===== src/hw/rtl/ifla_pkg.sv =====
// Package for the implicit free-list allocator: sizes, codes and work-item type.
// Depends on nothing; every other file of the allocator but ifla_ram uses it by scoped names.
package ifla_pkg;

   localparam int REGION_GRANULES = 4096;
   localparam int GRANULE_BYTES   = 8;
   localparam int PAGE_GRANULES   = 512;

   localparam int PAGES_W     = 4;
   localparam int RESET_PAGES = 8;
   localparam int CMD_W       = 1;
   localparam int BYTES_W     = 15;
   localparam int STYLE_W     = 2;
   localparam int ADDR_W      = 15;
   localparam int STATUS_W    = 2;
   // granules needed by the largest request, header included
   localparam int NEED_W      = 13;
   // granule index carried by a free address
   localparam int GRAN_W      = 12;

   localparam logic [CMD_W-1:0] CMD_ALLOC = 1'b0;
   localparam logic [CMD_W-1:0] CMD_FREE  = 1'b1;

   localparam logic [STYLE_W-1:0] FIT_FIRST = 2'd0;
   localparam logic [STYLE_W-1:0] FIT_BEST  = 2'd1;
   localparam logic [STYLE_W-1:0] FIT_WORST = 2'd2;

   typedef enum logic [STATUS_W-1:0] {
      STATUS_OK       = 2'd0,
      STATUS_NO_SPACE = 2'd1,
      STATUS_NULL     = 2'd2
   } status_type;

   typedef enum logic [1:0] {
      KIND_ALLOC = 2'd0,
      KIND_FREE  = 2'd1,
      KIND_REPLY = 2'd2
   } kind_type;

   typedef struct packed {
      kind_type             kind;
      logic [STYLE_W-1:0]   style;
      logic [NEED_W-1:0]    need;
      logic [GRAN_W-1:0]    gran;
      status_type           status;
   } work_type;

   // Region size in granules for a page count, capped at rg; zero pages acts as one.
   function automatic logic [31:0] region_granules(logic [PAGES_W-1:0] pages, int rg, int pg);
      logic [31:0] p;
      logic [31:0] prod;
      p    = (pages == '0) ? 32'd1 : 32'(pages);
      prod = p * 32'(pg);
      return (prod > 32'(rg)) ? 32'(rg) : prod;
   endfunction

endpackage


===== src/hw/rtl/ifla_queue.sv =====
// Two-entry work queue between the front end and the back end.
// Depends on ifla_pkg for the work item type.
module ifla_queue (
   input  logic               clock,
   input  logic               reset,
   input  logic               push,
   input  ifla_pkg::work_type push_item,
   output logic               full,
   input  logic               pop,
   output ifla_pkg::work_type pop_item,
   output logic               valid
);

   ifla_pkg::work_type slot_ff [2];
   logic               wr_ptr_ff, wr_ptr_in;
   logic               rd_ptr_ff, rd_ptr_in;
   logic [1:0]         count_ff, count_in;

   // advance pointers and count
   always_comb begin
      wr_ptr_in = push ? !wr_ptr_ff : wr_ptr_ff;
      rd_ptr_in = pop ? !rd_ptr_ff : rd_ptr_ff;
      count_in  = count_ff + 2'(push) - 2'(pop);
   end

   always_ff @(posedge clock) begin
      if (reset) begin
         wr_ptr_ff <= 1'b0;
         rd_ptr_ff <= 1'b0;
         count_ff  <= 2'd0;
      end else begin
         wr_ptr_ff <= wr_ptr_in;
         rd_ptr_ff <= rd_ptr_in;
         count_ff  <= count_in;
      end
      if (push) begin
         slot_ff[wr_ptr_ff] <= push_item;
      end
   end

   assign full     = count_ff == 2'd2;
   assign valid    = count_ff != 2'd0;
   assign pop_item = slot_ff[rd_ptr_ff];

endmodule


===== config.mk =====
export PLATFORM = sky130hd
export DESIGN_NAME = ifla_queue
export DESIGN_NICKNAME = d
export VERILOG_FILES = /design/src/hw/rtl/ifla_pkg.sv /design/src/hw/rtl/ifla_queue.sv
export SDC_FILE = /design/constraint.sdc
export NUM_CORES = 1
export LEC_CHECK = 0
export BUFFER_PORTS_ARGS = -buffer_cell sky130_fd_sc_hd__buf_2
export CAP_MARGIN = 20
export CELL_PAD_IN_SITES_DETAIL_PLACEMENT = 1
export CELL_PAD_IN_SITES_GLOBAL_PLACEMENT = 2
export CORE_UTILIZATION = 37
export DETAILED_ROUTE_END_ITERATION = 10
export PLACE_DENSITY_LB_ADDON = 0.1
export SKIP_LAST_GASP = 1
export SYNTH_ARGS = -nofsm -noshare
export SYNTH_HDL_FRONTEND = slang
export SYNTH_SLANG_ARGS = --single-unit

===== constraint.sdc =====
create_clock -name clock -period 2.9 [get_ports clock]
set_input_delay 0 -clock clock [delete_from_list [all_inputs] [get_ports clock]]
set_output_delay 0 -clock clock [all_outputs]
set_load 0.01 [all_outputs]

Yosys cells after proc, flatten, opt, wreduce, memory -nomap -nowiden
Memories as Yosys holds them, arrays and structs flattened. A register that Yosys moved wholly into a read port is not among the register bits.
Cells that the tools add are included.
Widths: inputs -> output; s select.
{"block": "totals", "register_bits": 4, "mem_bits_rw": 62, "inputBits": 35, "mem_count": 1}
{"name": "slot_ff", "words": 2, "width": 31, "read_ports": 1, "rd_clocked_by_memory_dff": 1, "write_ports": 1, "line_no": "ifla_queue.sv:14", "text": "ifla_pkg::work_type slot_ff [2];"}
{"block": "op_classes", "n_addsub": 2, "n_eq_ne": 1, "n_mux": 4, "n_reduce_logical": 3}
{"op": "$mux 1", "n": 4}
{"op": "$add 2x1->2", "n": 1}
{"op": "$eq 2x2->1 const B", "n": 1}
{"op": "$logic_not 1->1", "n": 2}
{"op": "$reduce_bool 2->1", "n": 1}
{"op": "$sub 2x1->2", "n": 1}

Depth between registers and ports, before layout
Gate-level depths: netlist of the first run.
{"block": "logic_depth", "depth_word": 3, "mapped_depth": 6, "ltp_nobuf": 6}

Worst setup path before layout of the first run
Ideal clock, no wire load.
{"block": "synth_path", "path_kind": "register to register", "from": "register wr_ptr_ff", "to": "memory slot_ff[0][0] (netlist name), enable pin", "setup_ps": 423, "t_arrival_ps": 1724, "required_time_ps": 2477, "path_slack_ps": 754, "path_stages_with_launch": 2, "n_path_buf": 0, "cell_sequence": "dfxtp_1 nor2b_1"}
{"item": "start, declared", "line_no": "ifla_queue.sv:15", "text": "logic wr_ptr_ff, wr_ptr_in;"}
{"item": "start signal, assigned", "line_no": "ifla_queue.sv:32", "text": "wr_ptr_ff <= wr_ptr_in;"}
{"item": "end, declared", "line_no": "ifla_queue.sv:14"}
Straight into the memory's write port.

==> results.toml, run 1 <==
[timing]
report.final.slew_viol_count = 0
finalCritPeriodShare = 0.6236
post-route-min-period_ns = 1.808
timing.setup.tns_ns = 0
rsz_0062_raised_after_global_routing = "false"
fin_skew_ns = 0.009637
final_hold_viol_count = 0
max_freq_mhz = 553.0
max_slew_margin = 0.3936
tightest_pin_transition_ns = 0.9077
final-setup-viol-count = 0

[worst_setup_path]
worstReg2RegEnd = "slot_ff[1][30]$_DFFE_PP_"
start_kind = "flop"
worst_ep_required_time_ns = 2.90
timing.setup.critical_path_class = "reg -> out"
setup.reg_to_reg.worst_slack_ns = 1.20
capturing_element_type_of_the_critical_path = "output port"
crit-reg2reg-launch = "wr_ptr_ff$_SDFFE_PP0P_"
r2r_cells = 2
timing.critical_path.fanout_max = 23
arrival_ns = 1.81

[yosys]
post_synth.cell_area_avg_um2 = 21.06
synth-edff-count = 62
netlist_top_cells_area = "edfxtp_1, mux2_2, dfxtp_1, buf_6, ha_1"
ys_top_cells_by_count = "edfxtp_1, mux2_2, dfxtp_1"
synth_net_count = 154
dominantRegCellSynth = "edfxtp_1"
yosys.area.top_type = "edfxtp_1"
synth.most_common_cell = "edfxtp_1"
netlist.area_leader.share = 0.7557
synth_warnings = 0
synthCells = 117
yosysSeqAreaShare = 0.7963
synth_async_sr_flop_share = 0
ys_ff_latch = 67
post_synthesis_instance_area_um2 = 2464
netlist-cell-type-count = 12

[grt]
remaining_global_route_overflow = 0
grt_first_pass_wirelength_um = 7500
grt_antenna_before_repair = 0
global_route.usage.total = 0.1445
grt_start_max_net_pins = 32
first_global_vias = 1563

[cells_and_area]
syn2layout_area_growth_pct = 40.63
multi_input_area_um2 = 467.9
post-route-util = 0.5425
final_net_count = 265
antenna-diode-count = 0
n_fill_cell = 618
final_layout_size_suffix_gt1_frac = 0.5064
seqCellArea_um2 = 1962
instances_no_fill = 310

[worst_hold_path]
min_to = "count_ff[0]$_SDFF_PP0_"
timing.hold.worst.start = "push"
worstHoldPathCells = 3
hold_class = "in -> reg"

[routing]
via_count_normalized_by_instance_count = 4.574
post_route_drc_violation_count = 0
routed_wirelength_um = 4567
vias = 1418
number_of_antenna_violating_nets_in_the_routed_design = 0
detail_route.wl_per_cell_um = 14.73
drt_iter0_drc = 36
drt_pass1_iterations = 4

[clock_tree]
cts_buffers = 9
cts_num_sinks = 67
postCtsSetupBuffers = 0
hold_buffers = 34
worst_skew_pair.late_latency_ns = 0.33
post_cts_resize_count = 0
clk_pin_slew_worst_setup_hold_paths_ns = 0.06
clock_tree.htree_level_count = 3
cts_tree = "built"
clk_root_buffer_cell = "clkbuf_8"
cts_max_path_buffers = 2

[outcome]
run_status = "completed"

[floorplanning]
die_area_um2 = 6989
floorplan.rows = 29
top_level_ports = 68
core-area_um2 = 6386
fp.dieH_um = 83.60
initial_standard_cell_utilization_of_the_core = 0.3858
die_outline_width_um = 83.60

[power]
leakagePower_uw = 0.001344
power-per-cell-area_nw_per_um2 = 678.4
peakVddDrop_v = 0.0003589

[flow_run]
maxCapViolations = 0

[placed_design]
post-place-cells = 260
place.port_buffers = 67
place_congestion = 0.6695
place.detailed.hpwl_um = 3020
[power breakdown]
group	leakage, µW	internal, µW	total (µW)	switching, µW
clock network	0.000119	569	912	343
logic	0.000602	159	289	131
registers	0.000624	1130	1150	22.6
[final cells by class]
type,instances,share of cell area
multi-input combinational,45,0.1351
inverter,2,0.002167
sequential,67,0.5663
timing repair buffer,103,0.1993
clock buffer,9,0.03575
tap,77,0.02781
clock inverter,7,0.03359
[placed cells by master (no fill, tap or decap), types with 3 or more instances in the layout]
master / n
buf_2: 67
bufinv_16: 3
clkbuf_8: 9
dfxtp_1: 5
dlygate4sd3_1: 34
edfxtp_1: 62
mux2_2: 31
nor2_1: 4
[kinds of logic after synthesis]
group / synth area share
DFF: 0.7963
muxes: 0.1417
and+or+nand+nor: 0.01879
buffers and inverters: 0.01676
xor gates and xnor gates: 0.01625
adders and majority gates: 0.01016
[how the worst max path moves through the flow]
stage | start | to | slack [ns] | cells past startpoint
after floorplan | wr_ptr_ff$_SDFFE_PP0P_ | slot_ff[0][0]$_DFFE_PP_ | 0.75 | 1
after global placement | wr_ptr_ff$_SDFFE_PP0P_ | slot_ff[1][11]$_DFFE_PP_ | 1.24 | 2
after detailed placement | wr_ptr_ff$_SDFFE_PP0P_ | slot_ff[1][15]$_DFFE_PP_ | 1.16 | 2
after CTS | flop | pop_item[10] | 1.02 | 3
after global routing | flop | pop_item[10] | 0.95 | 3
final | flop | pop_item[21] | 1.09 | 3
[sequential cells by signal (all words and copies together) (netlist names), named ones only]
name       cells
wr_ptr_ff      1
slot_ff       62
rd_ptr_ff      1
count_ff       2
[critical path: stages (launching register included)]
cell     delay (ns)
dfxtp_1        0.55
buf_4          0.40
mux2_2         0.38
buf_2          0.14
[per-layer routing]
| layer | share of wire | vias up | GRT usage |
|---|---|---|---|
| li1 | - | 673 | - |
| met4 | 0.020 | 0 | 0.07858 |
| met1 | 0.40 | 688 | 0.1596 |
| met3 | 0.047 | 10 | 0.03858 |
| met5 | 0 | - | 0 |
| met2 | 0.54 | 47 | 0.2528 |
[through the flow]
stage | power (µW) | setup WS [ns] | area [µm²] | hold slack, ns
floorplan | 1322 | 0.7536 | 2464 | 0.07161
global placement | 1416 | 1.244 | 2884 | 0.1874
detailed placement | 1431 | 1.163 | 2884 | 0.1927
CTS | 2384 | 1.023 | 3465 | 0.07448
global route | 2436 | 0.9495 | 3465 | 0.09731
finish | 2350 | 1.092 | 3465 | 0.08628
No activity file was read; power rests on OpenSTA's default activity.
==> inputs of run 2 (changes only) <==
==> constraint.sdc (replaced) <==
create_clock -name clock -period 1.9 [get_ports clock]
set_input_delay 0 -clock clock [delete_from_list [all_inputs] [get_ports clock]]
set_output_delay 0 -clock clock [all_outputs]
set_load 0.01 [all_outputs]
==> run 2 against run 1 <==
  * Cell area is 0.90% lower
  * Non-clock buffer count is 3 higher
  * Critical path depth is the same
  * Sequential power is 52% higher
  * Combinational power up 60%
  * Register-to-register slack got worse by 0.66 ns
  * Flip-flop and latch count stayed put
  * Total power grew 39%
  * Critical path type unchanged
  * Largest cell class unchanged
  * Highest routed layer unchanged
==> results.toml, run 2 (synthesized netlist as in run 1, its figures left out) <==
[power]
clockPowerShare = 0.322
internal_power_uw = 2562
leakagePower_uw = 0.001333
power-per-cell-area_nw_per_um2 = 950.2
pwr-share-comb = 0.142
total_switching_power_uw = 699.9
peakVddDrop_v = 0.0006682
p_seq_frac = 0.536
sw_frac_of_total = 0.2146

[floorplanning]
die_outline_width_um = 83.60
top_level_ports = 68
floorplan.rows = 29
initial_standard_cell_utilization_of_the_core = 0.3858
core-area_um2 = 6386
fp.dieH_um = 83.60
die_area_um2 = 6989

[clock_tree]
cts_buffers = 9
cts_max_path_buffers = 2
clock_tree.htree_level_count = 3
post_cts_resize_count = 0
cts_num_sinks = 67
clk_pin_slew_worst_setup_hold_paths_ns = 0.06
worst_skew_pair.late_latency_ns = 0.32
clk_root_buffer_cell = "clkbuf_8"
cts_tree = "built"

[cells_and_area]
register_containing_the_most_flip_flops_in_the_final_layout = "slot_ff"
layout.cells.most_common = "buf_2"
syn2layout_area_growth_pct = 39.36
final_cell_mix = "buf_2, edfxtp_1, dlygate4sd3_1"
final_net_count = 268
post-route-util = 0.5376
reg_top3 = "slot_ff: 62 flops, count_ff: 2 flops"
antenna-diode-count = 0
final_layout_size_suffix_gt1_frac = 0.4936
number_of_flip_flops_in_the_largest_register = 62

[worst_setup_path]
worst_ep_required_time_ns = 1.90
crit-reg2reg-launch = "count_ff[0]$_SDFF_PP0_"
worstReg2RegEnd = "count_ff[1]$_SDFF_PP0_"
worst_path_largest_cell_delay_ns = 0.39
critical_path.endpoint = "pop_item[25]"
arrival_ns = 1.50
path_cells = "buf_4 -> mux2_2 -> buf_2"
timing.setup.critical_path_class = "reg -> out"
r2r_cells = 6
capturing_element_type_of_the_critical_path = "output port"
timing.critical_path.fanout_max = 23
start_kind = "flop"
critical_path.slowest_cell = "mux2_2"
setup.reg_to_reg.worst_slack_ns = 0.54

[grt]
grt_first_pass_wirelength_um = 7376
remaining_global_route_overflow = 0
first_global_vias = 1537
grt_start_max_net_pins = 24
global_route.usage.total = 0.1414
grt_antenna_before_repair = 0

[flow_run]
maxCapViolations = 0

[timing]
final-setup-viol-count = 0
fin_skew_ns = 0.008443
report.final.slew_viol_count = 0
finalCritPeriodShare = 0.7909
max_freq_mhz = 665.4
final_hold_viol_count = 0
max_slew_margin = 0.7568
tightest_pin_transition_ns = 0.3641
timing.setup.tns_ns = 0
post-route-min-period_ns = 1.503
rsz_0062_raised_after_global_routing = "false"

[placed_design]
place.detailed.hpwl_um = 2965
place_congestion = 0.6755
place.port_buffers = 67

[routing]
number_of_antenna_violating_nets_in_the_routed_design = 0
detail_route.wl_per_cell_um = 14.40
vias = 1401
routed_wirelength_um = 4493
post_route_drc_violation_count = 0
via_count_normalized_by_instance_count = 4.490
drt_iter0_drc = 61
drt_pass1_iterations = 2

[worst_hold_path]
hold_class = "in -> reg"

[outcome]
run_status = "completed"
run 2: final cells by class:
cell class	count	area, µm²
multi-input cells	45	467.9
fillers	633	2953
clock buffers	11	131.4
clock inverters	4	42.54
inverters	2	7.507
repair buffers	106	725.7
flip-flops and latches	67	1962
well taps	77	96.34
run 2: critical path, delay by kind of cell, from the launching register on:
kind                   cells  cell delay, ns
buffers and inverters      2            0.46
muxes                      1            0.39
DFF                        1            0.33
run 2: metrics by stage:
stage | hold WS [ns] | std cells | power (µW) | setup WS (ns) | cell area (µm²)
3_5_place_dp | 0.1937 | 263 | 2195 | 0.5314 | 2919
5_1_grt | 0.1229 | 312 | 3412 | 0.3086 | 3433
2_1_floorplan | 0.07161 | 117 | 2018 | 0.3388 | 2466
3_3_place_gp | 0.1874 | 263 | 2170 | 0.5888 | 2919
4_1_cts | 0.09647 | 312 | 3310 | 0.3616 | 3433
6_report | 0.09623 | 312 | 3262 | 0.3972 | 3433
run 2: power groups by stage:
| stage | logic (µW) | clock network, µW | registers (µW) |
|---|---|---|---|
| floorplan | 244 | 0 | 1770 |
| global placement | 398 | 0 | 1770 |
| detailed placement | 414 | 0 | 1780 |
| CTS | 472 | 1090 | 1750 |
| global route | 508 | 1150 | 1760 |
| finish | 462 | 1050 | 1750 |
run 2: routing by layer:
| metal | global-route usage | vias to the layer above | wire length, µm |
|---|---|---|---|
| met4 | 0.07396 | 0 | 99 |
| met2 | 0.2454 | 40 | 2348 |
| met5 | 0 | - | 0 |
| met3 | 0.03264 | 9 | 197 |
| met1 | 0.1626 | 677 | 1847 |
| li1 | - | 675 | - |
run 2: repair_timing:
| action | 4_1_cts | 5_1_grt |
|---|---|---|
| buffers inserted | 0 | 0 |
| hold endpoints to repair | 67 | 0 |
| hold buffers | 34 | 0 |
run 2: worst min path at each step:
stage / startpoint / endpoint / slack (ns) / cells after the start
2_1_floorplan: reset / count_ff[0]$_SDFF_PP0_ / 0.07 / 1
3_3_place_gp: push_item[19] / slot_ff[0][19]$_DFFE_PP_ / 0.19 / 1
3_5_place_dp: push_item[2] / slot_ff[1][2]$_DFFE_PP_ / 0.19 / 1
4_1_cts: push / count_ff[0]$_SDFF_PP0_ / 0.1 / 3
5_1_grt: push / count_ff[0]$_SDFF_PP0_ / 0.12 / 3
6_report: push / count_ff[0]$_SDFF_PP0_ / 0.1 / 3
==> inputs of run 3 (changes only) <==
==> constraint.sdc (replaced) <==
create_clock -name clock -period 1.4 [get_ports clock]
set_input_delay 0 -clock clock [delete_from_list [all_inputs] [get_ports clock]]
set_output_delay 0 -clock clock [all_outputs]
set_load 0.01 [all_outputs]
==> run 3 against run 2 <==
  * The flow now finishes with violations (negative setup slack)
  * Combinational power grew 80%
  * Sequential power rose by 37%
  * Count of clock-buffer cells in the layout is 2 lower
  * Clock skew down 0.0014 ns
  * Cell area up 9.1%
  * Critical path depth is the same
  * Setup slack lost 0.40 ns
  * Largest cell class unchanged
  * Largest power group unchanged
==> results.toml, run 3 (synthesized netlist as in run 1, its figures left out) <==
[outcome]
run_status = "finished with violations"
violations_in_the_final_reports = "negative setup slack"

[timing]
max_freq_mhz = 711.2
report.final.slew_viol_count = 0
final_hold_viol_count = 0
timing.final.ws_setup_ns = -0.006168
post-route-min-period_ns = 1.406
tightest_pin_transition_ns = 0.2873
final-setup-viol-count = 2
max_slew_margin = 0.8085
fin_skew_ns = 0.007025
rsz_0062_raised_after_global_routing = "true"
finalCritPeriodShare = 1.004
hold_ws_ns = 0.07978

[cells_and_area]
n_fill_cell = 601
final_layout_size_suffix_gt1_frac = 0.5168
reg_top3 = "slot_ff: 62 flops, count_ff: 2 flops"
seqCellArea_um2 = 1967
final_net_count = 272
layout.cells.most_common = "edfxtp_1"
syn2layout_area_growth_pct = 52.06
antenna-diode-count = 0
register_containing_the_most_flip_flops_in_the_final_layout = "slot_ff"
multi_input_area_um2 = 536.8
number_of_flip_flops_in_the_largest_register = 62
final_cell_mix = "edfxtp_1, buf_2, dlygate4sd3_1"

[placed_design]
place_worst_setup_slack_ns = 0.02150
place_congestion = 0.6965
place.detailed.hpwl_um = 3029
place.port_buffers = 67

[routing]
drt_pass1_iterations = 4
detail_route.wl_per_cell_um = 16.43
number_of_antenna_violating_nets_in_the_routed_design = 0
post_route_drc_violation_count = 0
drt_iter0_drc = 46
vias = 1465
routed_wirelength_um = 5177
via_count_normalized_by_instance_count = 4.651

[power]
power-per-cell-area_nw_per_um2 = 1245
peakVddDrop_v = 0.0006950
total_power_uw = 4665
leakagePower_uw = 0.001492

[worst_setup_path]
capturing_element_type_of_the_critical_path = "output port"
start_kind = "flop"
arrival_ns = 1.41
timing.critical_path.fanout_max = 8
timing.setup.critical_path_class = "reg -> out"
worst_ep_required_time_ns = 1.40

[clock_tree]
cts_tree = "built"
clk_root_buffer_cell = "clkbuf_8"
cts_num_sinks = 67
cts_max_path_buffers = 2
worst_skew_pair.late_latency_ns = 0.33
clk_pin_slew_worst_setup_hold_paths_ns = 0.07
clock_tree.htree_level_count = 3
cts_buffers = 9

[grt]
first_global_vias = 1659
grt_start_max_net_pins = 24
global_route.usage.total = 0.1526
grt_antenna_before_repair = 0
remaining_global_route_overflow = 0
grt_first_pass_wirelength_um = 7810

[worst_hold_path]
hold_class = "in -> reg"

[floorplanning]
fp.dieH_um = 83.60
die_area_um2 = 6989
die_outline_width_um = 83.60
floorplan.rows = 29
top_level_ports = 68
initial_standard_cell_utilization_of_the_core = 0.3858
core-area_um2 = 6386

[flow_run]
maxCapViolations = 0
## run 3: cell types whose count changed in the layout (fill, tap and decap cells not counted), moves of 2 or more
cell and delta:
buf_12 +2, buf_6 +24, clkbuf_1 -2, buf_2 -24, mux2_4 +18, dfxtp_1 -2
mux2_2 -18
## run 3: cell type report
| type | count | share of cell area |
|---|---|---|
| sequential | 67 | 0.5251 |
| timing repair buffer | 110 | 0.2585 |
| multi-input combinational | 45 | 0.1433 |
| clock buffer | 9 | 0.03307 |
| tap | 77 | 0.02572 |
| clock inverter | 5 | 0.01236 |
| inverter | 2 | 0.002004 |
## run 3: timing repair
item                                    4_1_cts  5_1_grt
endpoints found under the hold margin        67        0
endpoints found under the setup margin       16       25
setup buffers                                 0        1
cloned                                        1        1
gates resized for setup                       6       45
pin swaps                                     0        2
hold buffers                                 34        0
## run 3: path summary, 6_finish.rpt
check / from / cells past startpoint / slack (ns) / end
max: flop / 3 / -0.006 / pop_item[20]
min: push / 3 / 0.08 / count_ff[0]$_SDFF_PP0_
max reg2reg: wr_ptr_ff$_SDFFE_PP0P_ / 3 / 0.15 / wr_ptr_ff$_SDFFE_PP0P_
min reg2reg: rd_ptr_ff$_SDFFE_PP0P_ / 2 / 0.53 / rd_ptr_ff$_SDFFE_PP0P_
## run 3: routing by layer
| layer | GRT usage | wire length (µm) | up-vias |
|---|---|---|---|
| met5 | 0 | 0 | - |
| met4 | 0.07550 | 78 | 0 |
| met3 | 0.05341 | 253 | 10 |
| met2 | 0.2794 | 2869 | 43 |
| met1 | 0.1518 | 1975 | 728 |
| li1 | - | - | 684 |
## run 3: where the power goes
part           switching, µW  total (µW)  internal (µW)
sequential              53.8        2390           2340
clock                    665        1450            781
combinational            319         831            512
## run 3: stage by stage
step,util,std cells,setup TNS [ns],cell area (µm²)
global route,0.5866,315,-0.9377,3746
finish,0.5866,315,-0.006879,3746
global placement,0.4604,264,0,2940
CTS,0.5466,313,-0.1635,3491
detailed placement,0.4604,264,0,2940
floorplan,-,117,-4.995,2467
## run 3: worst max-delay path, stage by stage, from the launching register on
cell	delay (ns)
dfxtp_4	0.44
clkbuf_16	0.20
mux2_4	0.31
buf_6	0.12
