--- src/hw/rtl/ifla_pkg.sv ---
// Package for the implicit free-list allocator: sizes, codes and work-item type.
// Depends on nothing; every other file of the allocator but ifla_ram uses it by scoped names.
package ifla_pkg;

   localparam int REGION_GRANULES = 4096;
   localparam int GRANULE_BYTES   = 8;
   localparam int PAGE_GRANULES   = 512;

   localparam int PAGES_W     = 4;
   localparam int RESET_PAGES = 8;
   localparam int CMD_W       = 1;
   localparam int BYTES_W     = 15;
   localparam int STYLE_W     = 2;
   localparam int ADDR_W      = 15;
   localparam int STATUS_W    = 2;
   // granules needed by the largest request, header included
   localparam int NEED_W      = 13;
   // granule index carried by a free address
   localparam int GRAN_W      = 12;

   localparam logic [CMD_W-1:0] CMD_ALLOC = 1'b0;
   localparam logic [CMD_W-1:0] CMD_FREE  = 1'b1;

   localparam logic [STYLE_W-1:0] FIT_FIRST = 2'd0;
   localparam logic [STYLE_W-1:0] FIT_BEST  = 2'd1;
   localparam logic [STYLE_W-1:0] FIT_WORST = 2'd2;

   typedef enum logic [STATUS_W-1:0] {
      STATUS_OK       = 2'd0,
      STATUS_NO_SPACE = 2'd1,
      STATUS_NULL     = 2'd2
   } status_type;

   typedef enum logic [1:0] {
      KIND_ALLOC = 2'd0,
      KIND_FREE  = 2'd1,
      KIND_REPLY = 2'd2
   } kind_type;

   typedef struct packed {
      kind_type             kind;
      logic [STYLE_W-1:0]   style;
      logic [NEED_W-1:0]    need;
      logic [GRAN_W-1:0]    gran;
      status_type           status;
   } work_type;

   // Region size in granules for a page count, capped at rg; zero pages acts as one.
   function automatic logic [31:0] region_granules(logic [PAGES_W-1:0] pages, int rg, int pg);
      logic [31:0] p;
      logic [31:0] prod;
      p    = (pages == '0) ? 32'd1 : 32'(pages);
      prod = p * 32'(pg);
      return (prod > 32'(rg)) ? 32'(rg) : prod;
   endfunction

endpackage

--- src/hw/rtl/ifla_req_if.sv ---
// Request channel interface of the allocator: valid/ready plus request fields.
// Depends on ifla_pkg for field widths.
interface ifla_req_if;
   logic                          valid;
   logic                          ready;
   logic [ifla_pkg::CMD_W-1:0]    command;
   logic [ifla_pkg::BYTES_W-1:0]  request_bytes;
   logic [ifla_pkg::STYLE_W-1:0]  fit_style;
   logic [ifla_pkg::ADDR_W-1:0]   free_address;

   modport source (output valid, command, request_bytes, fit_style, free_address,
                   input ready);
   modport sink (input valid, command, request_bytes, fit_style, free_address,
                 output ready);
endinterface

--- src/hw/rtl/ifla_front.sv ---
// Front end: takes request beats and classifies them into work items.
// Depends on ifla_pkg and ifla_req_if.
module ifla_front #(
   parameter int REGION_GRANULES = ifla_pkg::REGION_GRANULES
) (
   ifla_req_if.sink                        req_if,
   input  logic [$clog2(REGION_GRANULES):0] region_limit,
   input  logic                            q_full,
   output logic                            q_push,
   output ifla_pkg::work_type              q_item
);

   localparam int SW = $clog2(REGION_GRANULES) + 1;
   localparam int XW = (SW > ifla_pkg::GRAN_W) ? SW : ifla_pkg::GRAN_W;

   logic [ifla_pkg::BYTES_W:0]    round_c;
   logic [ifla_pkg::NEED_W-1:0]   need_c;
   logic [ifla_pkg::GRAN_W-1:0]   gran_raw_c;
   logic [ifla_pkg::GRAN_W-1:0]   gran_c;
   logic                          outside_c;

   // granules needed: header plus the request rounded up
   assign round_c = {1'b0, req_if.request_bytes} + (ifla_pkg::BYTES_W + 1)'(7);
   assign need_c  = ifla_pkg::NEED_W'(round_c[ifla_pkg::BYTES_W:3]) + ifla_pkg::NEED_W'(1);

   // block start of a free: payload granule minus the header
   assign gran_raw_c = req_if.free_address[ifla_pkg::ADDR_W-1:3];
   assign gran_c     = gran_raw_c - ifla_pkg::GRAN_W'(1);
   assign outside_c  = XW'(gran_c) >= XW'(region_limit);

   // classify the beat
   always_comb begin
      q_item.style  = req_if.fit_style;
      q_item.need   = need_c;
      q_item.gran   = gran_c;
      q_item.status = ifla_pkg::STATUS_OK;
      if (req_if.command == ifla_pkg::CMD_ALLOC) begin
         q_item.kind = ifla_pkg::KIND_ALLOC;
      end else if (req_if.free_address == '0) begin
         q_item.kind   = ifla_pkg::KIND_REPLY;
         q_item.status = ifla_pkg::STATUS_NULL;
      end else if (gran_raw_c == '0 || outside_c) begin
         q_item.kind = ifla_pkg::KIND_REPLY;
      end else begin
         q_item.kind = ifla_pkg::KIND_FREE;
      end
   end

   assign req_if.ready = !q_full;
   assign q_push       = req_if.valid && !q_full;

endmodule

--- src/flat_wrapper.sv ---
// flat-port wrapper written by rule: the top's interface ports become plain ports
module ifla_front_flat 
#(
   parameter int REGION_GRANULES = ifla_pkg::REGION_GRANULES
)
  (region_limit, q_full, q_push, q_item, req_if_valid, req_if_command, req_if_request_bytes, req_if_fit_style, req_if_free_address, req_if_ready);
  ifla_req_if req_if_i ();
  input  logic [$clog2(REGION_GRANULES):0] region_limit;
  input  logic q_full;
  output logic q_push;
  output ifla_pkg::work_type q_item;
  input wire logic [$bits(req_if_i.valid)-1:0] req_if_valid;
  input wire logic [$bits(req_if_i.command)-1:0] req_if_command;
  input wire logic [$bits(req_if_i.request_bytes)-1:0] req_if_request_bytes;
  input wire logic [$bits(req_if_i.fit_style)-1:0] req_if_fit_style;
  input wire logic [$bits(req_if_i.free_address)-1:0] req_if_free_address;
  output wire logic [$bits(req_if_i.ready)-1:0] req_if_ready;
  assign req_if_i.valid = req_if_valid;
  assign req_if_i.command = req_if_command;
  assign req_if_i.request_bytes = req_if_request_bytes;
  assign req_if_i.fit_style = req_if_fit_style;
  assign req_if_i.free_address = req_if_free_address;
  assign req_if_ready = req_if_i.ready;
  ifla_front #(.REGION_GRANULES(REGION_GRANULES)) u_core (.req_if(req_if_i), .region_limit(region_limit), .q_full(q_full), .q_push(q_push), .q_item(q_item));
endmodule
--- config.mk ---
export PLATFORM = sky130hd
export DESIGN_NAME = ifla_front_flat
export DESIGN_NICKNAME = d
export VERILOG_FILES = /design/src/hw/rtl/ifla_pkg.sv /design/src/hw/rtl/ifla_req_if.sv /design/src/hw/rtl/ifla_front.sv /design/src/flat_wrapper.sv
export SDC_FILE = /design/constraint.sdc
export NUM_CORES = 1
export LEC_CHECK = 0
export BUFFER_PORTS_ARGS = -buffer_cell sky130_fd_sc_hd__buf_2
export CELL_PAD_IN_SITES_DETAIL_PLACEMENT = 0
export CELL_PAD_IN_SITES_GLOBAL_PLACEMENT = 1
export CORE_MARGIN = 8
export CORE_UTILIZATION = 25
export DETAILED_ROUTE_END_ITERATION = 8
export PLACE_DENSITY_LB_ADDON = 0.2
export SYNTH_ARGS = -nofsm -noshare
export SYNTH_HDL_FRONTEND = slang
export SYNTH_SLANG_ARGS = --single-unit
--- constraint.sdc ---
create_clock -name vclk -period 2.5
set_clock_uncertainty 0.15 [all_clocks]
set_input_delay 0 -clock vclk [all_inputs]
set_output_delay 0 -clock vclk [all_outputs]
set_load 0.1 [all_outputs]
Yosys cells after proc, flatten, opt, wreduce, memory -nomap -nowiden
Cells that the tools add are included.

Reductions and logical operators: 5. Add/subtract/negate cells: 3. Multiplexer cells: 5. Magnitude comparators: 1.

Operators with widths (count): $add 15x3->16 const B (1); $logic_not 15->1 (1); $add 13x1->13 const B (1); $ge 12x13->1 (1); $logic_not 12->1 (1); $sub 12x1->12 const B (1); $mux 2 (5); $logic_and 1x1->1 (1); $logic_not 1->1 (1); $logic_or 1x1->1 (1).

Bits in registers: 0. Input port bits: 48. Logic and storage cells: 14.

Depth between registers and ports, before layout
Gate-level depths: netlist of the first run.

Depth in word-level cells: 6. Depth in mapped cells: 9. Gate-level depth less buffers: 9.

Least setup slack after synthesis of the first run
No wires, ideal clock.

Path kind: input to output. Start point: input port req_if_free_address[3]. End point: output port q_item[30] (netlist bit). Stages: 9. Path buffers: 0. Required time: 2.350 ns. Arrival time: 5.073 ns. Slack: -2.723 ns. Cells stage by stage: inv_1 -> ha_1 -> nand2_1 -> xnor2_1 -> ha_1 -> nand4b_1 -> a2111oi_0 -> o21ai_0 -> a31oi_1.

RTL lines: from (decl) (line flat_wrapper.sv:16) `input wire logic [$bits(req_if_i.free_address)-1:0] req_if_free_address;`; to (decl) (line flat_wrapper.sv:11) `output ifla_pkg::work_type q_item;`.

==> results.yml, run 1 <==
floorplan:
  coreArea_um2: 3580
  die_h_um: 76.5
  dieArea_um2: 5860
  rows: 22
  die_w_um: 76.5
  io_pins: 81
  initial_utilization_pct: 25.6
routing:
  via_count: 1223
  drt_first_pass_iters: 4
  wl_per_cell_um: 13.0
  drtIter0Drc: 45
  drc_errors: 0
  postRouteWirelength_um: 3480
  vias_per_cell: 4.56
  drtAntennaViolNets: 0
global_routing:
  overflow: 0
  grt_pass1_vias: 1317
  antenna_found_initial: 0
  track_usage_pct: 10.7
  grt_first_pass_wirelength_um: 5620
  grt_start_max_net_pins: 6
synthesis:
  synth_cell_type_count: 35
  synth-compound-area-share_pct: 15.8
  synthSimpleGateAreaFrac_pct: 30.2
  synthAdderAreaFrac_pct: 20.5
  synth_nets: 193
  avgSynthCellArea_um2: 7.05
  synth_top_family_by_area: "simple AND/OR/NAND/NOR gates"
  yosys_warnings: 0
  synth_xor_area_share_pct: 22.8
  synthCells: 130
  synthMuxAreaShare_pct: 0
  ys_seq_area_share_pct: 0
  netlist_area_um2: 916
worst_setup_path:
  cp.required_ps: 2350
  crit_path_max_fanout: 4
  worstSetupPathType: "input port to primary output"
  critPathArrivalTime_ps: 2350
  endpoint_kind: "primary output"
  crit_path_start_kind: "input port"
timing:
  finalSetupViolations: 0
  worst_slack_ps: 4.81
  min_period_ps: 2500
  rsz0062_at_grt: "true"
  holdWs_ps: 222
  worst_slew_pin_slew_ps: 977
  report.final.slew_viol_count: 0
  fin_crit_sh_pct: 99.8
  max_slew_margin_pct: 34.7
  hold_viol: 0
  fmax_mhz: 401
power_and_ir_drop:
  vdd_drop_max_mv: 0.141
  p_per_area_nw_per_um2: 307
  leakage_nw: 0.906
layout:
  layout.nets: 285
  synthToLayoutAreaGrowth_pct: 108
  final_common_cell: "buf_2"
  antennaDiodeCount: 0
  nFillCells: 334
  drive_gt1_share_pct: 58.2
  multi_input_comb_area_um2: 1170
  most-common-layout-cells: "69 x buf_2, 17 x inv_1, 15 x buf_4"
  seq_cells: 0
  clock_buffer_count: 0
  regArea_um2: 0
placed_design:
  dpl.hpwl_um: 3230
  io_buffer_count: 76
  preCtsSetupSlack_ps: -233
  gp_congestion: 0.802
status:
  status: "complete, no violations"
run:
  maxCapViolCount: 0
worst_hold_path:
  min_path_type: "input port to primary output"
-- kinds of logic (layout without fill, tap and decap cells) --
family | count (synthesis) | count (layout)
adders and majority gates | 15 | 15
and+or+nand+nor | 50 | 50
xor gates and xnor gates | 23 | 23
other | 1 | 1
AOI/OAI and AO/OA | 19 | 19
buffers and inverters | 22 | 112
-- critical path, cell delays in order --
cell and delay [ps]:
buf_6 100, nor4_4 360, nor3b_2 260, nand3b_1 190, xnor2_4 180, ha_4 270
nand4b_1 170, a2111oi_4 250, o21ai_2 140, a31oi_4 230, buf_12 200
-- cell usage after synthesis (4+ instances only) --
cell type	count	share of area, %
a21oi_1	4	2.2
ha_1	15	20
inv_1	19	7.8
nand2_1	11	4.5
nand3_1	4	2.2
nor2_1	8	3.3
nor3_1	5	2.7
xnor2_1	16	15
xor2_1	6	5.7
-- power by group --
group	internal [mW]	total, mW	switching (mW)
Sequential	0	0	0
Combinational	0.161	0.586	0.424
Clock	0	0	0
-- repair_timing --
action                                  4_1_cts  5_1_grt
hold buffers                                  2        0
pin swaps                                     6        1
endpoints found under the setup margin        2        2
endpoints found under the hold margin         2        0
resized for setup                             8        5
buffers inserted                              0        0
-- worst paths after layout --
check / slack [ps] / endpoint / start / cells past startpoint
hold / removal: 220 / q_item[22] / req_if_request_bytes[11] / 3
setup / recovery: 5 / q_item[30] / req_if_free_address[8] / 11
-- stage by stage --
step	cell area, um^2	util, %	TNS [ps]	instances	total power, mW
final	1910	53.3	0	268	0.586
after global routing	1910	53.3	-198	268	0.615
after CTS	1880	52.4	-13.7	268	0.581
after detailed placement	1830	51.1	-389	266	0.558
after global placement	1830	51.1	-183	266	0.554
after floorplan	1240	-	-805	130	0.427
-- final cells by class --
| class | instances | area share (%) |
|---|---|---|
| inverter | 19 | 4.13 |
| tap | 48 | 3.15 |
| multi-input combinational | 108 | 61.2 |
| timing repair buffer | 93 | 31.5 |
-- routing by layer --
metal / global-route usage [%] / up-vias / part of all wire, % / routed length, um
li1: - / 629 / - / -
met1: 10.9 / 549 / 38 / 1330
met2: 21.3 / 45 / 53 / 1840
met3: 3.54 / 0 / 9.0 / 312
met4: 0 / 0 / 0 / 0
met5: 0 / - / 0 / 0
Note: power is estimated with default switching activity, not from simulation.
==> run 2: changes to the inputs <==
--- a/config.mk
+++ b/config.mk
@@ -8,8 +8,9 @@
 export BUFFER_PORTS_ARGS = -buffer_cell sky130_fd_sc_hd__buf_2
 export CELL_PAD_IN_SITES_DETAIL_PLACEMENT = 0
 export CELL_PAD_IN_SITES_GLOBAL_PLACEMENT = 1
+export CORE_ASPECT_RATIO = 1.25
 export CORE_MARGIN = 8
-export CORE_UTILIZATION = 25
+export CORE_UTILIZATION = 27
 export DETAILED_ROUTE_END_ITERATION = 8
 export PLACE_DENSITY_LB_ADDON = 0.2
 export SYNTH_ARGS = -nofsm -noshare
==> constraint.sdc (replaced) <==
create_clock -name vclk -period 3.2
set_clock_uncertainty 0.15 [all_clocks]
set_input_delay 0 -clock vclk [all_inputs]
set_output_delay 0 -clock vclk [all_outputs]
set_load 0.1 [all_outputs]
==> results.yml, run 2 (same netlist as run 1, synthesis figures left out) <==
layout:
  final_common_cell: "buf_2"
  seq_cells: 0
  multi_input_comb_area_um2: 1010
  drive_gt1_share_pct: 47.3
  layout.cells.non_filler: 242
  regArea_um2: 0
  clock_buffer_count: 0
  nFillCells: 335
  layout.nets: 270
  synthToLayoutAreaGrowth_pct: 70.9
  most-common-layout-cells: "74 x buf_2, 18 x inv_1, 15 x ha_1"
  stdcell_area_um2: 1570
  antennaDiodeCount: 0
timing:
  max_slew_margin_pct: 34.6
  worst_slack_ps: 382
  rsz0062_at_grt: "false"
  min_period_ps: 2820
  fin_crit_sh_pct: 88.1
  tns_ps: 0
  fmax_mhz: 355
  hold_viol: 0
  worst_slew_pin_slew_ps: 978
  report.final.slew_viol_count: 0
  finalSetupViolations: 0
worst_setup_path:
  endpoint_kind: "primary output"
  cp.required_ps: 3050
  critPathArrivalTime_ps: 2670
  crit_path_max_fanout: 4
  crit_path_start_kind: "input port"
  worstSetupPathType: "input port to primary output"
routing:
  drc_errors: 0
  via_count: 1159
  drtIter0Drc: 14
  drt_first_pass_iters: 4
  postRouteWirelength_um: 3370
  wl_per_cell_um: 13.9
  vias_per_cell: 4.79
  drtAntennaViolNets: 0
run:
  maxCapViolCount: 0
placed_design:
  io_buffer_count: 76
  dp.cells: 240
  gp_congestion: 0.867
  placed_area_um2: 1530
  dpl.hpwl_um: 3160
  preCtsSetupSlack_ps: 232
status:
  status: "complete, no violations"
global_routing:
  grt_first_pass_wirelength_um: 5220
  grt_start_max_net_pins: 6
  antenna_found_initial: 0
  grt_pass1_vias: 1220
  overflow: 0
  track_usage_pct: 11.3
power_and_ir_drop:
  vdd_drop_max_mv: 0.173
  p_per_area_nw_per_um2: 264
  leakage_nw: 0.791
floorplan:
  coreArea_um2: 3220
  rows: 23
  die_h_um: 81.1
  dieArea_um2: 5520
  io_pins: 81
  die_w_um: 68.1
  initial_utilization_pct: 28.4
worst_hold_path:
  min_path_type: "input port to primary output"
## run 2: cell types whose count changed in the layout (fill, tap and decap cells not counted), moves of 2 or more
cell     previous run  this run
buf_12              5         2
xnor2_2             5         1
buf_6               2         0
buf_2              69        74
xnor2_1             6        10
buf_4              15         0
ha_1               10        15
ha_4                5         0
## run 2: repair_timing
action,in CTS,in global routing
resized for setup,0,3
setup endpoints to repair,0,2
endpoints found under the hold margin,2,0
hold buffers,2,0
setup buffers,0,0
## run 2: power by group
group | switching (mW) | internal [mW] | leakage [nW] | total (mW)
clock | 0 | 0 | 0 | 0
combinational | 0.315 | 0.0982 | 0.791 | 0.413
sequential | 0 | 0 | 0 | 0
total | 0.315 | 0.0982 | 0.791 | 0.413
## run 2: critical path, stage by stage
cell,delay (ps)
buf_2,150
nor4_2,420
nor3b_2,260
nand3b_1,190
xnor2_4,180
ha_1,290
nand4b_1,130
a2111oi_0,420
o21ai_1,220
a31oi_4,210
buf_12,200
## run 2: worst paths after layout
check                             startpoint      endpoint  slack, ps  cells past startpoint
worst min-delay path                  q_full  req_if_ready        240                      3
worst max-delay path  req_if_free_address[7]    q_item[30]        380                     11
## run 2: cell type report
cell class | count | area share (%)
tap | 37 | 2.96
inverter | 19 | 4.80
timing repair buffer | 78 | 27.5
multi-input combinational | 108 | 64.7
## run 2: metrics by stage
stage | utilization (%) | hold WS [ps] | power (mW)
after floorplan | - | 47.6 | 0.318
after global placement | 47.5 | -149 | 0.398
after detailed placement | 47.5 | -149 | 0.402
after CTS | 48.1 | 245 | 0.415
after global routing | 48.6 | 258 | 0.434
final | 48.6 | 242 | 0.413
## run 2: layer usage
layer / part of all wire [%] / vias to the layer above / GRT usage (%)
met5: 0 / - / 0
met4: 0 / 0 / 0
met3: 8.3 / 0 / 1.79
met2: 54 / 40 / 22.9
met1: 37 / 520 / 12.3
li1: - / 599 / -
==> run 3: changes to the inputs <==
--- a/config.mk
+++ b/config.mk
@@ -5,14 +5,16 @@
 export SDC_FILE = /design/constraint.sdc
 export NUM_CORES = 1
 export LEC_CHECK = 0
+export ABC_AREA = 1
 export BUFFER_PORTS_ARGS = -buffer_cell sky130_fd_sc_hd__buf_2
 export CELL_PAD_IN_SITES_DETAIL_PLACEMENT = 0
 export CELL_PAD_IN_SITES_GLOBAL_PLACEMENT = 1
 export CORE_ASPECT_RATIO = 1.25
 export CORE_MARGIN = 8
-export CORE_UTILIZATION = 27
+export CORE_UTILIZATION = 29
 export DETAILED_ROUTE_END_ITERATION = 8
 export PLACE_DENSITY_LB_ADDON = 0.2
+export RECOVER_POWER = 50
 export SYNTH_ARGS = -nofsm -noshare
 export SYNTH_HDL_FRONTEND = slang
 export SYNTH_SLANG_ARGS = --single-unit
==> results.yml, run 3 <==
worst_setup_path:
  endpoint_kind: "primary output"
  slowest_delay_ps: 420
  crit_chain: "buf_2, clkinvlp_4, ha_4, nand3_4, nor3_4, nand3_2, xor2_4, ha_4, a21o_1, a21oi_1, o21ai_0, nor2_1, nand2_2, nor2_4, buf_2"
  crit_path_start_kind: "input port"
  critical_path.slowest_cell: "buf_2"
  cp.required_ps: 3050
  worst-path-buf-inv: 3
  critPathArrivalTime_ps: 2660
  crit_family: "simple AND/OR/NAND/NOR gates"
  startpoint: "req_if_free_address[3]"
  worstSetupPathType: "input port to primary output"
  crit_path_max_fanout: 5
placed_design:
  preCtsSetupSlack_ps: 369
  gp_congestion: 0.749
  io_buffer_count: 76
  placed_area_um2: 1820
  dpl.hpwl_um: 3470
layout:
  regArea_um2: 0
  antennaDiodeCount: 0
  final_common_cell: "buf_2"
  layout.nets: 353
  clock_buffer_count: 0
  drive_gt1_share_pct: 34.7
  synthToLayoutAreaGrowth_pct: 54.1
  most-common-layout-cells: "62 x buf_2, 51 x nand2_1, 42 x inv_1"
  seq_cells: 0
  stdcell_area_um2: 1820
clock_tree:
  cts_resized: 0
  cts_setup_buffers: 0
timing:
  min_period_ps: 2810
  worst_slack_ps: 389
  worst_slew_pin_slew_ps: 1190
  fin_crit_sh_pct: 87.8
  hold_viol: 0
  fmax_mhz: 356
  rsz0062_at_grt: "false"
  report.final.slew_viol_count: 0
  holdWs_ps: 358
  max_slew_margin_pct: 21.3
  finalSetupViolations: 0
synthesis:
  ys_top_cells_by_count: "54 x nand2_1, 43 x inv_1, 20 x nor2_1, 15 x ha_1, 15 x nand3_1"
  yosysTopAreaCellShare_pct: 17.2
  synth.most_common_cell: "nand2_1"
  synthCells: 213
  synth.area.top_cells: "nand2_1 17%, ha_1 16%, inv_1 14%"
  synth_nets: 276
  ys_seq_area_share_pct: 0
  netlist_area_um2: 1180
  synth_top_area_cell: "nand2_1"
  synth_cell_type_count: 25
  avgSynthCellArea_um2: 5.55
  yosys_warnings: 0
routing:
  drtAntennaViolNets: 0
  postRouteWirelength_um: 3710
  drc_errors: 0
  wl_per_cell_um: 10.8
  drtIter0Drc: 24
  vias_per_cell: 4.29
  via_count: 1475
  drt_first_pass_iters: 4
floorplan:
  die_w_um: 73.1
  io_pins: 81
  dieArea_um2: 6380
  rows: 26
  die_h_um: 87.4
  coreArea_um2: 4000
  initial_utilization_pct: 29.5
global_routing:
  track_usage_pct: 11.7
  antenna_found_initial: 0
  overflow: 0
  grt_first_pass_wirelength_um: 6310
  grt_pass1_vias: 1575
  grt_start_max_net_pins: 10
power_and_ir_drop:
  p_per_area_nw_per_um2: 232
  switching_share_pct: 78.8
  leakage_nw: 0.990
  seqPwrFrac_pct: 0
  combPwrFrac_pct: 100.0
  vdd_drop_max_mv: 0.129
  switching_power_uw: 332
  clkPwrFrac_pct: 0
  p_int_uw: 89.6
run:
  maxCapViolCount: 0
worst_hold_path:
  min_path_type: "input port to primary output"
  min_delay_path_depth: 4
  hp-start: "req_if_free_address[2]"
  hold_end: "q_item[1]"
status:
  status: "complete, no violations"
[run 3: changes by cell type in the layout (fill, tap and decap cells not counted), sizes merged, moves of 14 or more]
cell    previous run  this run
buf               76        62
clkbuf             0        14
inv               18        42
nand2             11        58
nand3              5        19
nor2               9        25
[run 3: logic make-up after synthesis]
| logic type | Yosys count | share of synthesized area (%) |
|---|---|---|
| AOI/OAI and AO/OA | 11 | 5.30 |
| and+or+nand+nor | 123 | 50.3 |
| other | 1 | 0.317 |
| xor gates and xnor gates | 17 | 12.6 |
| adders and majority gates | 15 | 15.9 |
| buffers and inverters | 46 | 15.6 |
[run 3: worst max-delay path by stage]
stage,to,cells past startpoint
floorplan,q_item[29],14
global route,q_item[29],16
detailed placement,q_item[29],15
finish,q_item[29],15
global placement,q_item[29],16
CTS,q_item[29],15
[run 3: stage by stage]
stage / power (mW) / util [%] / std cells / TNS, ps
global route: 0.452 / 45.5 / 344 / 0
finish: 0.422 / 45.5 / 344 / 0
detailed placement: 0.418 / 45.4 / 342 / 0
global placement: 0.418 / 45.4 / 342 / 0
floorplan: 0.342 / - / 213 / -316
CTS: 0.431 / 45.9 / 344 / 0
[run 3: layer usage]
layer	up-vias	part of all wire, %	track usage (%)
li1	814	-	-
met1	620	39	11.5
met2	41	53	24.1
met3	0	7.7	2.88
met4	0	0	0.365
met5	-	0	0
[run 3: timing repair]
item                                   in CTS  in global routing
hold buffers                                2                  0
setup endpoints to repair                   0                  0
endpoints found under the hold margin       2                  0
[run 3: area by class of cell]
cell class / count / area (um^2)
Inverter: 43 / 165
Timing Repair Buffer: 78 / 383
Fill cell: 466 / 2180
Multi-Input combinational cell: 167 / 1200
Tap cell: 56 / 70.1
[run 3: power groups by stage]
| stage | logic, mW | registers (mW) | clock network [mW] |
|---|---|---|---|
| 6_report | 0.422 | 0 | 0 |
| 2_1_floorplan | 0.342 | 0 | 0 |
| 3_5_place_dp | 0.418 | 0 | 0 |
| 3_3_place_gp | 0.418 | 0 | 0 |
| 4_1_cts | 0.431 | 0 | 0 |
| 5_1_grt | 0.452 | 0 | 0 |
